**src/rtl/phns_pkg.sv**
```systemverilog
// ----------------------------------------------------------------------------
// phns_pkg
// Shared types and constants for the hash nonce search block: round
// constants, initial hash words and the sequencer state type.
// ----------------------------------------------------------------------------
`default_nettype none
package phns_pkg;

   localparam int unsigned RoundCount = 64;

   typedef enum logic [2:0] {
      ST_IDLE,
      ST_LOAD,
      ST_ROUND,
      ST_FINAL,
      ST_CHECK,
      ST_DONE
   } state_type;

   // round constant lookup
   function automatic logic [31:0] round_k(input logic [5:0] idx);
      logic [31:0] k;
      unique case (idx)
         6'd0:  k = 32'h428a2f98; 6'd1:  k = 32'h71374491; 6'd2:  k = 32'hb5c0fbcf;
         6'd3:  k = 32'he9b5dba5; 6'd4:  k = 32'h3956c25b; 6'd5:  k = 32'h59f111f1;
         6'd6:  k = 32'h923f82a4; 6'd7:  k = 32'hab1c5ed5; 6'd8:  k = 32'hd807aa98;
         6'd9:  k = 32'h12835b01; 6'd10: k = 32'h243185be; 6'd11: k = 32'h550c7dc3;
         6'd12: k = 32'h72be5d74; 6'd13: k = 32'h80deb1fe; 6'd14: k = 32'h9bdc06a7;
         6'd15: k = 32'hc19bf174; 6'd16: k = 32'he49b69c1; 6'd17: k = 32'hefbe4786;
         6'd18: k = 32'h0fc19dc6; 6'd19: k = 32'h240ca1cc; 6'd20: k = 32'h2de92c6f;
         6'd21: k = 32'h4a7484aa; 6'd22: k = 32'h5cb0a9dc; 6'd23: k = 32'h76f988da;
         6'd24: k = 32'h983e5152; 6'd25: k = 32'ha831c66d; 6'd26: k = 32'hb00327c8;
         6'd27: k = 32'hbf597fc7; 6'd28: k = 32'hc6e00bf3; 6'd29: k = 32'hd5a79147;
         6'd30: k = 32'h06ca6351; 6'd31: k = 32'h14292967; 6'd32: k = 32'h27b70a85;
         6'd33: k = 32'h2e1b2138; 6'd34: k = 32'h4d2c6dfc; 6'd35: k = 32'h53380d13;
         6'd36: k = 32'h650a7354; 6'd37: k = 32'h766a0abb; 6'd38: k = 32'h81c2c92e;
         6'd39: k = 32'h92722c85; 6'd40: k = 32'ha2bfe8a1; 6'd41: k = 32'ha81a664b;
         6'd42: k = 32'hc24b8b70; 6'd43: k = 32'hc76c51a3; 6'd44: k = 32'hd192e819;
         6'd45: k = 32'hd6990624; 6'd46: k = 32'hf40e3585; 6'd47: k = 32'h106aa070;
         6'd48: k = 32'h19a4c116; 6'd49: k = 32'h1e376c08; 6'd50: k = 32'h2748774c;
         6'd51: k = 32'h34b0bcb5; 6'd52: k = 32'h391c0cb3; 6'd53: k = 32'h4ed8aa4a;
         6'd54: k = 32'h5b9cca4f; 6'd55: k = 32'h682e6ff3; 6'd56: k = 32'h748f82ee;
         6'd57: k = 32'h78a5636f; 6'd58: k = 32'h84c87814; 6'd59: k = 32'h8cc70208;
         6'd60: k = 32'h90befffa; 6'd61: k = 32'ha4506ceb; 6'd62: k = 32'hbef9a3f7;
         default: k = 32'hc67178f2;
      endcase
      return k;
   endfunction

   localparam logic [31:0] InitH [8] = '{
      32'h6a09e667, 32'hbb67ae85, 32'h3c6ef372, 32'ha54ff53a,
      32'h510e527f, 32'h9b05688c, 32'h1f83d9ab, 32'h5be0cd19
   };

   // padding words of the single block: 0x80 after byte 16, length 136 bits
   localparam logic [31:0] PadWord = 32'h00800000;
   localparam logic [31:0] LenWord = 32'h00000088;

endpackage
`default_nettype wire

```
**src/rtl/puzzle_hash_nonce_search.sv**
```systemverilog
// ----------------------------------------------------------------------------
// puzzle_hash_nonce_search
// SHA-256 proof-of-work hash of one nonce, or a search for the first nonce
// whose folded digest lies below a limit.
// ----------------------------------------------------------------------------
// One shared SHA-256 round unit with a rolling 16-word schedule window does
// one compression round per cycle. Each nonce passes through one load, 64
// rounds, one final add and one fold and compare. A search tries up to
// 2^32-1 nonces, and shows its result straight after the load when the
// limit is zero. The block takes no new item while an item is in flight or
// its result waits, and is ready again once the result is taken and the
// sequencer has returned from DONE to IDLE.
`default_nettype none
module puzzle_hash_nonce_search
   import phns_pkg::*;
(
   input  wire logic         clock,
   input  wire logic         reset,
   input  wire logic         req_tvalid,
   output logic              req_tready,
   // nonce[31:0], limit[63:32], challenge[95:64], peer_address[127:96],
   // peer_port[159:128], kind[167:160]
   input  wire logic [167:0] req_tdata,
   // op[0]
   input  wire logic         req_tuser,
   output logic              rsp_tvalid,
   input  wire logic         rsp_tready,
   // folded_hash[31:0], found_nonce[63:32]
   output logic [63:0]       rsp_tdata,
   // found[0]
   output logic              rsp_tuser
);

   state_type state_ff, state_in;

   logic        op_ff;
   logic [31:0] nonce_ff, limit_ff, chal_ff, addr_ff, port_ff;
   logic [7:0]  kind_ff;
   logic [31:0] w_ff [16];
   logic [31:0] a_ff, b_ff, c_ff, d_ff, e_ff, f_ff, g_ff, h_ff;
   logic [31:0] hv_ff [8];
   logic [5:0]  rnd_ff;
   logic [63:0] rsp_data_ff;
   logic        rsp_found_ff;
   logic        rsp_valid_ff;

   function automatic logic [31:0] bswap(input logic [31:0] v);
      return {v[7:0], v[15:8], v[23:16], v[31:24]};
   endfunction

   function automatic logic [31:0] rotr(input logic [31:0] x, input int n);
      return (x >> n) | (x << (32 - n));
   endfunction

   // round datapath
   logic [31:0] t1, t2, s0w, s1w, w_new;
   always_comb begin
      t1 = h_ff + (rotr(e_ff, 6) ^ rotr(e_ff, 11) ^ rotr(e_ff, 25))
         + ((e_ff & f_ff) ^ (~e_ff & g_ff)) + round_k(rnd_ff) + w_ff[0];
      t2 = (rotr(a_ff, 2) ^ rotr(a_ff, 13) ^ rotr(a_ff, 22))
         + ((a_ff & b_ff) ^ (a_ff & c_ff) ^ (b_ff & c_ff));
      s0w = rotr(w_ff[1], 7) ^ rotr(w_ff[1], 18) ^ (w_ff[1] >> 3);
      s1w = rotr(w_ff[14], 17) ^ rotr(w_ff[14], 19) ^ (w_ff[14] >> 10);
      w_new = w_ff[0] + s0w + w_ff[9] + s1w;
   end

   // digest fold: xor of the eight bytes of each pair of words
   logic [31:0] fold_in;
   always_comb begin
      logic [31:0] x;
      for (int k = 0; k < 4; k++) begin
         x = hv_ff[2*k] ^ hv_ff[2*k+1];
         fold_in[31-8*k -: 8] = x[31:24] ^ x[23:16] ^ x[15:8] ^ x[7:0];
      end
   end

   // digest words are settled during the check cycle
   logic hit;
   assign hit = fold_in < limit_ff;

   // sequencer
   always_comb begin
      state_in = state_ff;
      unique case (state_ff)
         ST_IDLE:  if (req_tvalid) state_in = ST_LOAD;
         ST_LOAD:  state_in = (op_ff && limit_ff == 32'd0) ? ST_DONE : ST_ROUND;
         ST_ROUND: if (rnd_ff == 6'(RoundCount - 1)) state_in = ST_FINAL;
         ST_FINAL: state_in = ST_CHECK;
         ST_CHECK: begin
            if (!op_ff || hit || nonce_ff == 32'hffffffff) state_in = ST_DONE;
            else state_in = ST_LOAD;
         end
         ST_DONE:  if (!rsp_valid_ff) state_in = ST_IDLE;
         default:  state_in = ST_IDLE;
      endcase
   end

   always_ff @(posedge clock) begin
      if (reset) state_ff <= ST_IDLE;
      else state_ff <= state_in;
   end

   // datapath registers
   always_ff @(posedge clock) begin
      unique case (state_ff)
         ST_IDLE: if (req_tvalid) begin
            op_ff    <= req_tuser;
            nonce_ff <= req_tuser ? 32'd1 : req_tdata[31:0];
            limit_ff <= req_tdata[63:32];
            chal_ff  <= req_tdata[95:64];
            addr_ff  <= req_tdata[127:96];
            port_ff  <= req_tdata[159:128];
            kind_ff  <= req_tdata[167:160];
         end
         ST_LOAD: begin
            w_ff[0] <= bswap(nonce_ff);
            w_ff[1] <= bswap(chal_ff);
            w_ff[2] <= bswap(addr_ff);
            w_ff[3] <= bswap(port_ff);
            w_ff[4] <= {kind_ff, PadWord[23:0]};
            for (int i = 5; i < 15; i++) w_ff[i] <= 32'd0;
            w_ff[15] <= LenWord;
            {a_ff, b_ff, c_ff, d_ff} <= {InitH[0], InitH[1], InitH[2], InitH[3]};
            {e_ff, f_ff, g_ff, h_ff} <= {InitH[4], InitH[5], InitH[6], InitH[7]};
            rnd_ff <= 6'd0;
         end
         ST_ROUND: begin
            for (int i = 0; i < 15; i++) w_ff[i] <= w_ff[i+1];
            w_ff[15] <= w_new;
            h_ff <= g_ff; g_ff <= f_ff; f_ff <= e_ff; e_ff <= d_ff + t1;
            d_ff <= c_ff; c_ff <= b_ff; b_ff <= a_ff; a_ff <= t1 + t2;
            rnd_ff <= rnd_ff + 6'd1;
         end
         ST_FINAL: begin
            hv_ff[0] <= InitH[0] + a_ff; hv_ff[1] <= InitH[1] + b_ff;
            hv_ff[2] <= InitH[2] + c_ff; hv_ff[3] <= InitH[3] + d_ff;
            hv_ff[4] <= InitH[4] + e_ff; hv_ff[5] <= InitH[5] + f_ff;
            hv_ff[6] <= InitH[6] + g_ff; hv_ff[7] <= InitH[7] + h_ff;
         end
         ST_CHECK: begin
            if (op_ff && !hit && nonce_ff != 32'hffffffff) nonce_ff <= nonce_ff + 32'd1;
         end
         default: ;
      endcase
   end

   // result register
   logic load_rsp;
   assign load_rsp = (state_ff == ST_LOAD && op_ff && limit_ff == 32'd0)
                   || (state_ff == ST_CHECK
                       && (!op_ff || hit || nonce_ff == 32'hffffffff));

   always_ff @(posedge clock) begin
      if (load_rsp) begin
         if (state_ff == ST_LOAD || (op_ff && !hit)) begin
            rsp_data_ff  <= 64'd0;
            rsp_found_ff <= 1'b0;
         end else begin
            rsp_data_ff  <= {op_ff ? nonce_ff : 32'd0, fold_in};
            rsp_found_ff <= 1'b1;
         end
      end
   end

   always_ff @(posedge clock) begin
      if (reset) rsp_valid_ff <= 1'b0;
      else if (load_rsp) rsp_valid_ff <= 1'b1;
      else if (rsp_tready) rsp_valid_ff <= 1'b0;
   end

   assign req_tready = (state_ff == ST_IDLE);
   assign rsp_tvalid = rsp_valid_ff;
   assign rsp_tdata  = rsp_data_ff;
   assign rsp_tuser  = rsp_found_ff;

endmodule
`default_nettype wire

```
**config.mk**
```make
export PLATFORM = sky130hd
export DESIGN_NAME = puzzle_hash_nonce_search
export DESIGN_NICKNAME = d
export VERILOG_FILES = /design/src/rtl/phns_pkg.sv /design/src/rtl/puzzle_hash_nonce_search.sv
export SDC_FILE = /design/constraint.sdc
export NUM_CORES = 2
export LEC_CHECK = 0
export ABC_AREA = 1
export BUFFER_PORTS_ARGS = -buffer_cell sky130_fd_sc_hd__buf_2
export CAP_MARGIN = 20
export CELL_PAD_IN_SITES_DETAIL_PLACEMENT = 1
export CELL_PAD_IN_SITES_GLOBAL_PLACEMENT = 1
export CORE_ASPECT_RATIO = 1.5
export CORE_MARGIN = 2
export CORE_UTILIZATION = 50
export DETAILED_ROUTE_END_ITERATION = 8
export HOLD_SLACK_MARGIN = 0.15
export PLACE_DENSITY = 0.91
export SYNTH_ARGS = -nofsm -noshare
export SYNTH_HDL_FRONTEND = slang
export SYNTH_SLANG_ARGS = --single-unit
```
**constraint.sdc**
```tcl
create_clock -name clock -period 11.7 [get_ports clock]
set_input_delay 2.34 -clock clock [delete_from_list [all_inputs] [get_ports clock]]
set_output_delay 2.34 -clock clock [all_outputs]
set_load 0.02 [all_outputs]
```
# Word level (Yosys, flattened, before mapping)
# Memory sizes are Yosys's and may differ from the RTL's. A register that Yosys moved wholly into a read port is not among the register bits.
# Index checks and enable logic that the tools add are counted.
[word_totals] ramBits=768 elab_cells=183 regBits=500 out_inout_bits=67 n_memories=3 inputBits=173 mem_bits_ro=2048
[classes] addsub=20 n_mux=45 n_lt_le_gt_ge=1 n_eq_ne=12 n_bitwise=60 n_reduce_logical=21
[memory_table] memory="(no name shown)" words=64 width=32 read_ports=1 rd_clocked_by_memory_dff=1 write_ports=0 line="phns_pkg.sv:23" text="unique case (idx)"
[memory_table] memory="w_ff" words=16 width=32 read_ports=16 rd_clocked_by_memory_dff=0 write_ports=16 line="puzzle_hash_nonce_search.sv:39" text="logic [31:0] w_ff [16];"
[memory_table] memory="hv_ff" words=8 width=32 read_ports=8 rd_clocked_by_memory_dff=0 write_ports=8 line="puzzle_hash_nonce_search.sv:41" text="logic [31:0] hv_ff [8];"
[ops] cell="$mux 32" count=19
[ops] cell="$pmux 32 s2" count=9
[ops] cell="$xor 32x32->32" count=13
[ops] cell="$add 32x32->32" count=10
[ops] cell="$and 32x32->32" count=5
[ops] cell="$add 31x32->32 const A" count=3
[ops] cell="$add 32x32->32 const A" count=3
[ops] cell="$xor 8x8->8" count=12
[ops] cell="$add 29x32->32 const A" count=1
[ops] cell="$add 30x32->32 const A" count=1
[ops] cell="$add 32x1->32 const B" count=1
[ops] cell="$eq 32x32->1 const B" count=1
[ops] cell="$logic_not 32->1" count=1
[ops] cell="$lt 32x32->1" count=1
[ops] cell="$ne 32x32->1 const B" count=1
[ops] cell="$not 32->32" count=1
[ops] cell="$or 10x32->32" count=1
[ops] cell="$or 13x32->32" count=1
[ops] cell="$or 14x32->32" count=1
[ops] cell="$or 15x32->32" count=1
[ops] cell="$or 19x32->32" count=1
[ops] cell="$or 21x32->32" count=1
[ops] cell="$or 25x32->32" count=1
[ops] cell="$or 26x32->32" count=1
[ops] cell="25 further kinds" count=69

# Depth between registers and ports, before layout
[depth] word_depth=10 depth_mapped=38 ltp_nobuf=38

# Worst setup path before layout
# No wires, ideal clock.
[synth_path] path_type="register to register" from="register state_ff[0]" to="register with a tool-made name" t_required_ns=11.572 period_less_slack_ns=8.890 path_stages_with_launch=16 arrival_ns=8.762 setup_ns=0.128 setup_slack_ns=2.810 path_buffers=0 cell_sequence="dfxtp_1 -> inv_2 -> nor2_1 -> nand2_2 -> nand2_4 -> o22ai_2 -> inv_1 -> ha_1 -> inv_1 -> nor2_2 -> nor2_1 -> inv_1 -> nor2_1 -> a21oi_1 -> o211ai_1 -> o21ai_1"
[synth_rtl] element="from (decl)" line="puzzle_hash_nonce_search.sv:34" text="state_type state_ff, state_in;"
[synth_rtl] element="from (signal assigned)" line="puzzle_hash_nonce_search.sv:100" text="else state_ff <= state_in;"

# Final worst setup path
[layout_path] from="register e_ff[28]" to="register a_ff[28] (data pin)"
[layout_between] elab_chain_len=9
[layout_lines] element="from (decl)" line="puzzle_hash_nonce_search.sv:40" text="logic [31:0] a_ff, b_ff, c_ff, d_ff, e_ff, f_ff, g_ff, h_ff;"
[layout_lines] element="from (signal assigned)" line="puzzle_hash_nonce_search.sv:124" text="{e_ff, f_ff, g_ff, h_ff} <= {InitH[4], InitH[5], InitH[6], InitH[7]};"
[layout_lines] element="$or 21x32->32 / $or 26x32->32 (equally long branches)" line="puzzle_hash_nonce_search.sv:52" text="return (x >> n) | (x << (32 - n));"
[layout_lines] element="$xor 32x32->32 (2 in a row)" line="puzzle_hash_nonce_search.sv:58" text="t1 = h_ff + (rotr(e_ff, 6) ^ rotr(e_ff, 11) ^ rotr(e_ff, 25))"
[layout_lines] element="$add 32x32->32" line="puzzle_hash_nonce_search.sv:58"
[layout_lines] element="$add 32x32->32 (*) (3 in a row)" line="puzzle_hash_nonce_search.sv:59" text="+ ((e_ff & f_ff) ^ (~e_ff & g_ff)) + round_k(rnd_ff) + w_ff[0];"
[layout_lines] element="$add 32x32->32 (*)" line="puzzle_hash_nonce_search.sv:131" text="d_ff <= c_ff; c_ff <= b_ff; b_ff <= a_ff; a_ff <= t1 + t2;"
[layout_lines] element="$pmux 32 s2 (*)" line="puzzle_hash_nonce_search.sv:105" text="unique case (state_ff)"
[layout_lines] element="to (signal assigned)" line="puzzle_hash_nonce_search.sv:123" text="{a_ff, b_ff, c_ff, d_ff} <= {InitH[0], InitH[1], InitH[2], InitH[3]};"
[layout_lines] element="to (decl)" line="puzzle_hash_nonce_search.sv:40"
# Mark *: on every way between the ends. The rest lies on a longest branch, timed or not.
# A chain may end at the register's enable or synchronous reset.

==> metrics.txt <==
Final Skew between 0.06 and 0.07 ns; Die ar. 145000 um^2; Clock Path Buffers 3; failing checks DRC; H-tree levels 4; cells after synthesis about 6.9k; Post-synth EDFFs about 1.3k; crit path DAT between 8 and 9 ns; TritonCTS buffer count 130; Synth Register Bits approximately 1.3k; minimum clock period slightly below 8 ns; Reg clk slew, reported paths about 0.060 ns; reg2reg end a_ff[28]; Area growth syn-to-layout 10.7%; Die Height between 400 and 500 um; Post-synth top flop edfxtp_1; Final nets around 7.6k; Initial DRC Count between 5k and 6k; vias in the first global route between 50k and 60k; post-DP HPWL 189000 um; # rows between 150 and 200; # clock sinks roughly 1.3k; final worst slack 3.85 ns; HP Class reg -> reg; Final setup viols 0; Syn. warnings 0; final wirelength roughly 260000 um; Max FO, Critical Path 9; DR vias/cell 5.86; synthesized cell area about 71000 um^2; Net Count, Synth ~7.4k; # Post-CTS Setup Buffers 0; max-slew violation count 0; number of port buffers roughly 240; r2r setup slk slightly below 4 ns; Initial Utilization around half; WL per Instance ~29 um; first-pass GRT wire length about 380000 um; startpoint types flip-flop; DR pass1 iterations 8; commonest non-fill, non-tap cell in the layout edfxtp_1; worst reg2reg path startpoint e_ff[28]; Core ar. 141000 um^2; post-cts sizing count 0; WP data required about 12 ns; fin crit share around two thirds; Async SR Flop Fraction 0%; syn_area_per_cell approximately 10 um^2; die width approximately 310 um; most frequent CP cell nand2_1; slowest cell on the critical path edfxtp_1; Max Fclk between 100 and 150 MHz; crit path kind reg -> reg; largest net degree at the start of global routing 171; initial antenna violation count 9; IO Count 240; Vias between 50k and 60k; sequential share of the synthesized area a little over half; Worst R2R Path Depth 35; DRC 2; Worst-Skew Late Latency between 0.8 and 0.9 ns; commonest non-fill, non-tap cells in the layout edfxtp_1 (1264), nand2_1 (1212), inv_1 (1165), nor2_1 (592), xor2_1 (394); fraction of layout cells with a size suffix above 1 9.12%; termination of the worst setup path a_ff[28]; CP max stage delay approximately 0.63 ns; Final ANT Viol Nets 0; Fin Setup TNS 0 ns; final hold slack 0.499 ns; Setup Slack @ Placement roughly 4.0 ns; Worst Max-Slew Pin Slew between 1 and 1.5 ns; relative slew slack 17.6%; crit path capture type flip-flop; GRT Total Usage between 30% and 40%; status finished, violations left; Post-CTS Hold Buffers 0; Root Buffer clkbuf_16; max-cap viol count 0; Yosys cell types 74; RSZ-0062 raised after global routing false; gr ovfl total 0; Routability Congestion ~1.0; final hold violations 0; Critical Path Start e_ff[28]; TritonCTS clock tree done
-- per-stage QoR --
stage               area, um^2  util (%)  instances
finish                   78300      55.5       9088
detailed placement       73800      52.4       8845
global placement         73800      52.4       8845
floorplan                70800         -       6892
global route             78300      55.5       9086
CTS                      78200      55.5       9081
-- cell usage after synthesis (all sizes together), types with 2 or more instances --
master   number  area, um^2
buf          65         362
o221ai       14         123
a211oi       13        97.6
a32o         15         150
xnor2       338        2960
a2111oi       2        17.5
a21oi       293        1520
o31ai        17         128
o211ai       21         158
fa          187        3740
o22ai        11        75.1
a311oi        3        26.3
nor4         37         238
o32ai         4        35.0
edfxtp     1264       38000
a31oi        27         175
o21ai       371        1960
a22o          5        43.8
a21boi        4        37.5
o311ai        8        70.1
a41oi         2        17.5
o21bai        7        52.6
a31o          3        26.3
nand3       155         806
or2          22         138
xor2        394        3450
nor3         73         407
dfxtp        36         721
o2111ai       5        43.8
clkbuf      140         527
nand3b        8        63.8
a221oi        6        52.6
nand2      1237        4720
nor2        621        2410
nand4        47         300
a21o          6        45.0
o21a         33         248
inv        1208        4540
ha          181        2260
-- critical path: cells and delay by family, from the launching register on --
family,cells,cell delay [ns]
buf+inv,4,0.32
fa+ha+maj,6,2.65
simple gates,12,1.14
compound gates,10,1.96
xor+xnor,3,0.97
flops,1,0.63
-- per-layer routing --
| metal | up-vias | part of all wire, % | track usage (%) |
|---|---|---|---|
| met5 | - | 0.0046 | 0 |
| met4 | 2 | 9.2 | 27.5 |
| met3 | 973 | 7.2 | 5.91 |
| met2 | 3006 | 50 | 62.3 |
| met1 | 26500 | 33 | 38.6 |
| li1 | 22800 | - | - |
-- cell type report --
class / instances / area, um^2
timing repair buffer: 280 / 1580
multi-input combinational: 4179 / 26700
sequential: 1300 / 38700
clock buffer: 155 / 3410
inverter: 1208 / 4560
clock inverter: 81 / 985
antenna: 4 / 10.0
fill: 15100 / 62700
tap: 1881 / 2350
-- how the worst min path moves through the flow --
| stage | startpoint | depth (start not counted) | endpoint |
|---|---|---|---|
| floorplan | f_ff[0] | 0 | hv_ff[1][32] |
| global placement | f_ff[0] | 0 | hv_ff[1][32] |
| detailed placement | d_ff[0] | 0 | hv_ff[0][96] |
| CTS | w_ff[1][231] | 2 | w_ff[1][199] |
| global route | d_ff[0] | 0 | hv_ff[0][96] |
| finish | w_ff[1][231] | 2 | w_ff[1][199] |
-- sequential cells by signal, indices dropped and copies added, names as in the netlist, 3 cells and up, named ones only --
name	count
state_ff	3
h_ff	32
f_ff	32
a_ff	32
limit_ff	32
w_ff	512
d_ff	32
e_ff	32
rsp_tdata	64
chal_ff	32
kind_ff	8
rnd_ff	6
g_ff	32
b_ff	32
port_ff	32
hv_ff	256
c_ff	32
addr_ff	32
nonce_ff	32
-- logic make-up (layout without fill, tap and decap cells) --
family | Yosys count | in the layout | share of synthesized area (%)
AND/OR/NAND/NOR | 2204 | 2204 | 12.9
buffers and inverters | 1413 | 1724 | 7.67
flip-flops | 1300 | 1300 | 54.6
AO/OA/AOI/OAI | 875 | 875 | 7.28
XOR/XNOR | 732 | 732 | 9.06
adder cells (fa/ha/maj) | 368 | 368 | 8.49
other | 0 | 4 | 0
Power is left out: the tool's default activity adds up to more than one toggle a clock period on the data nets, which glitch-free logic cannot reach.
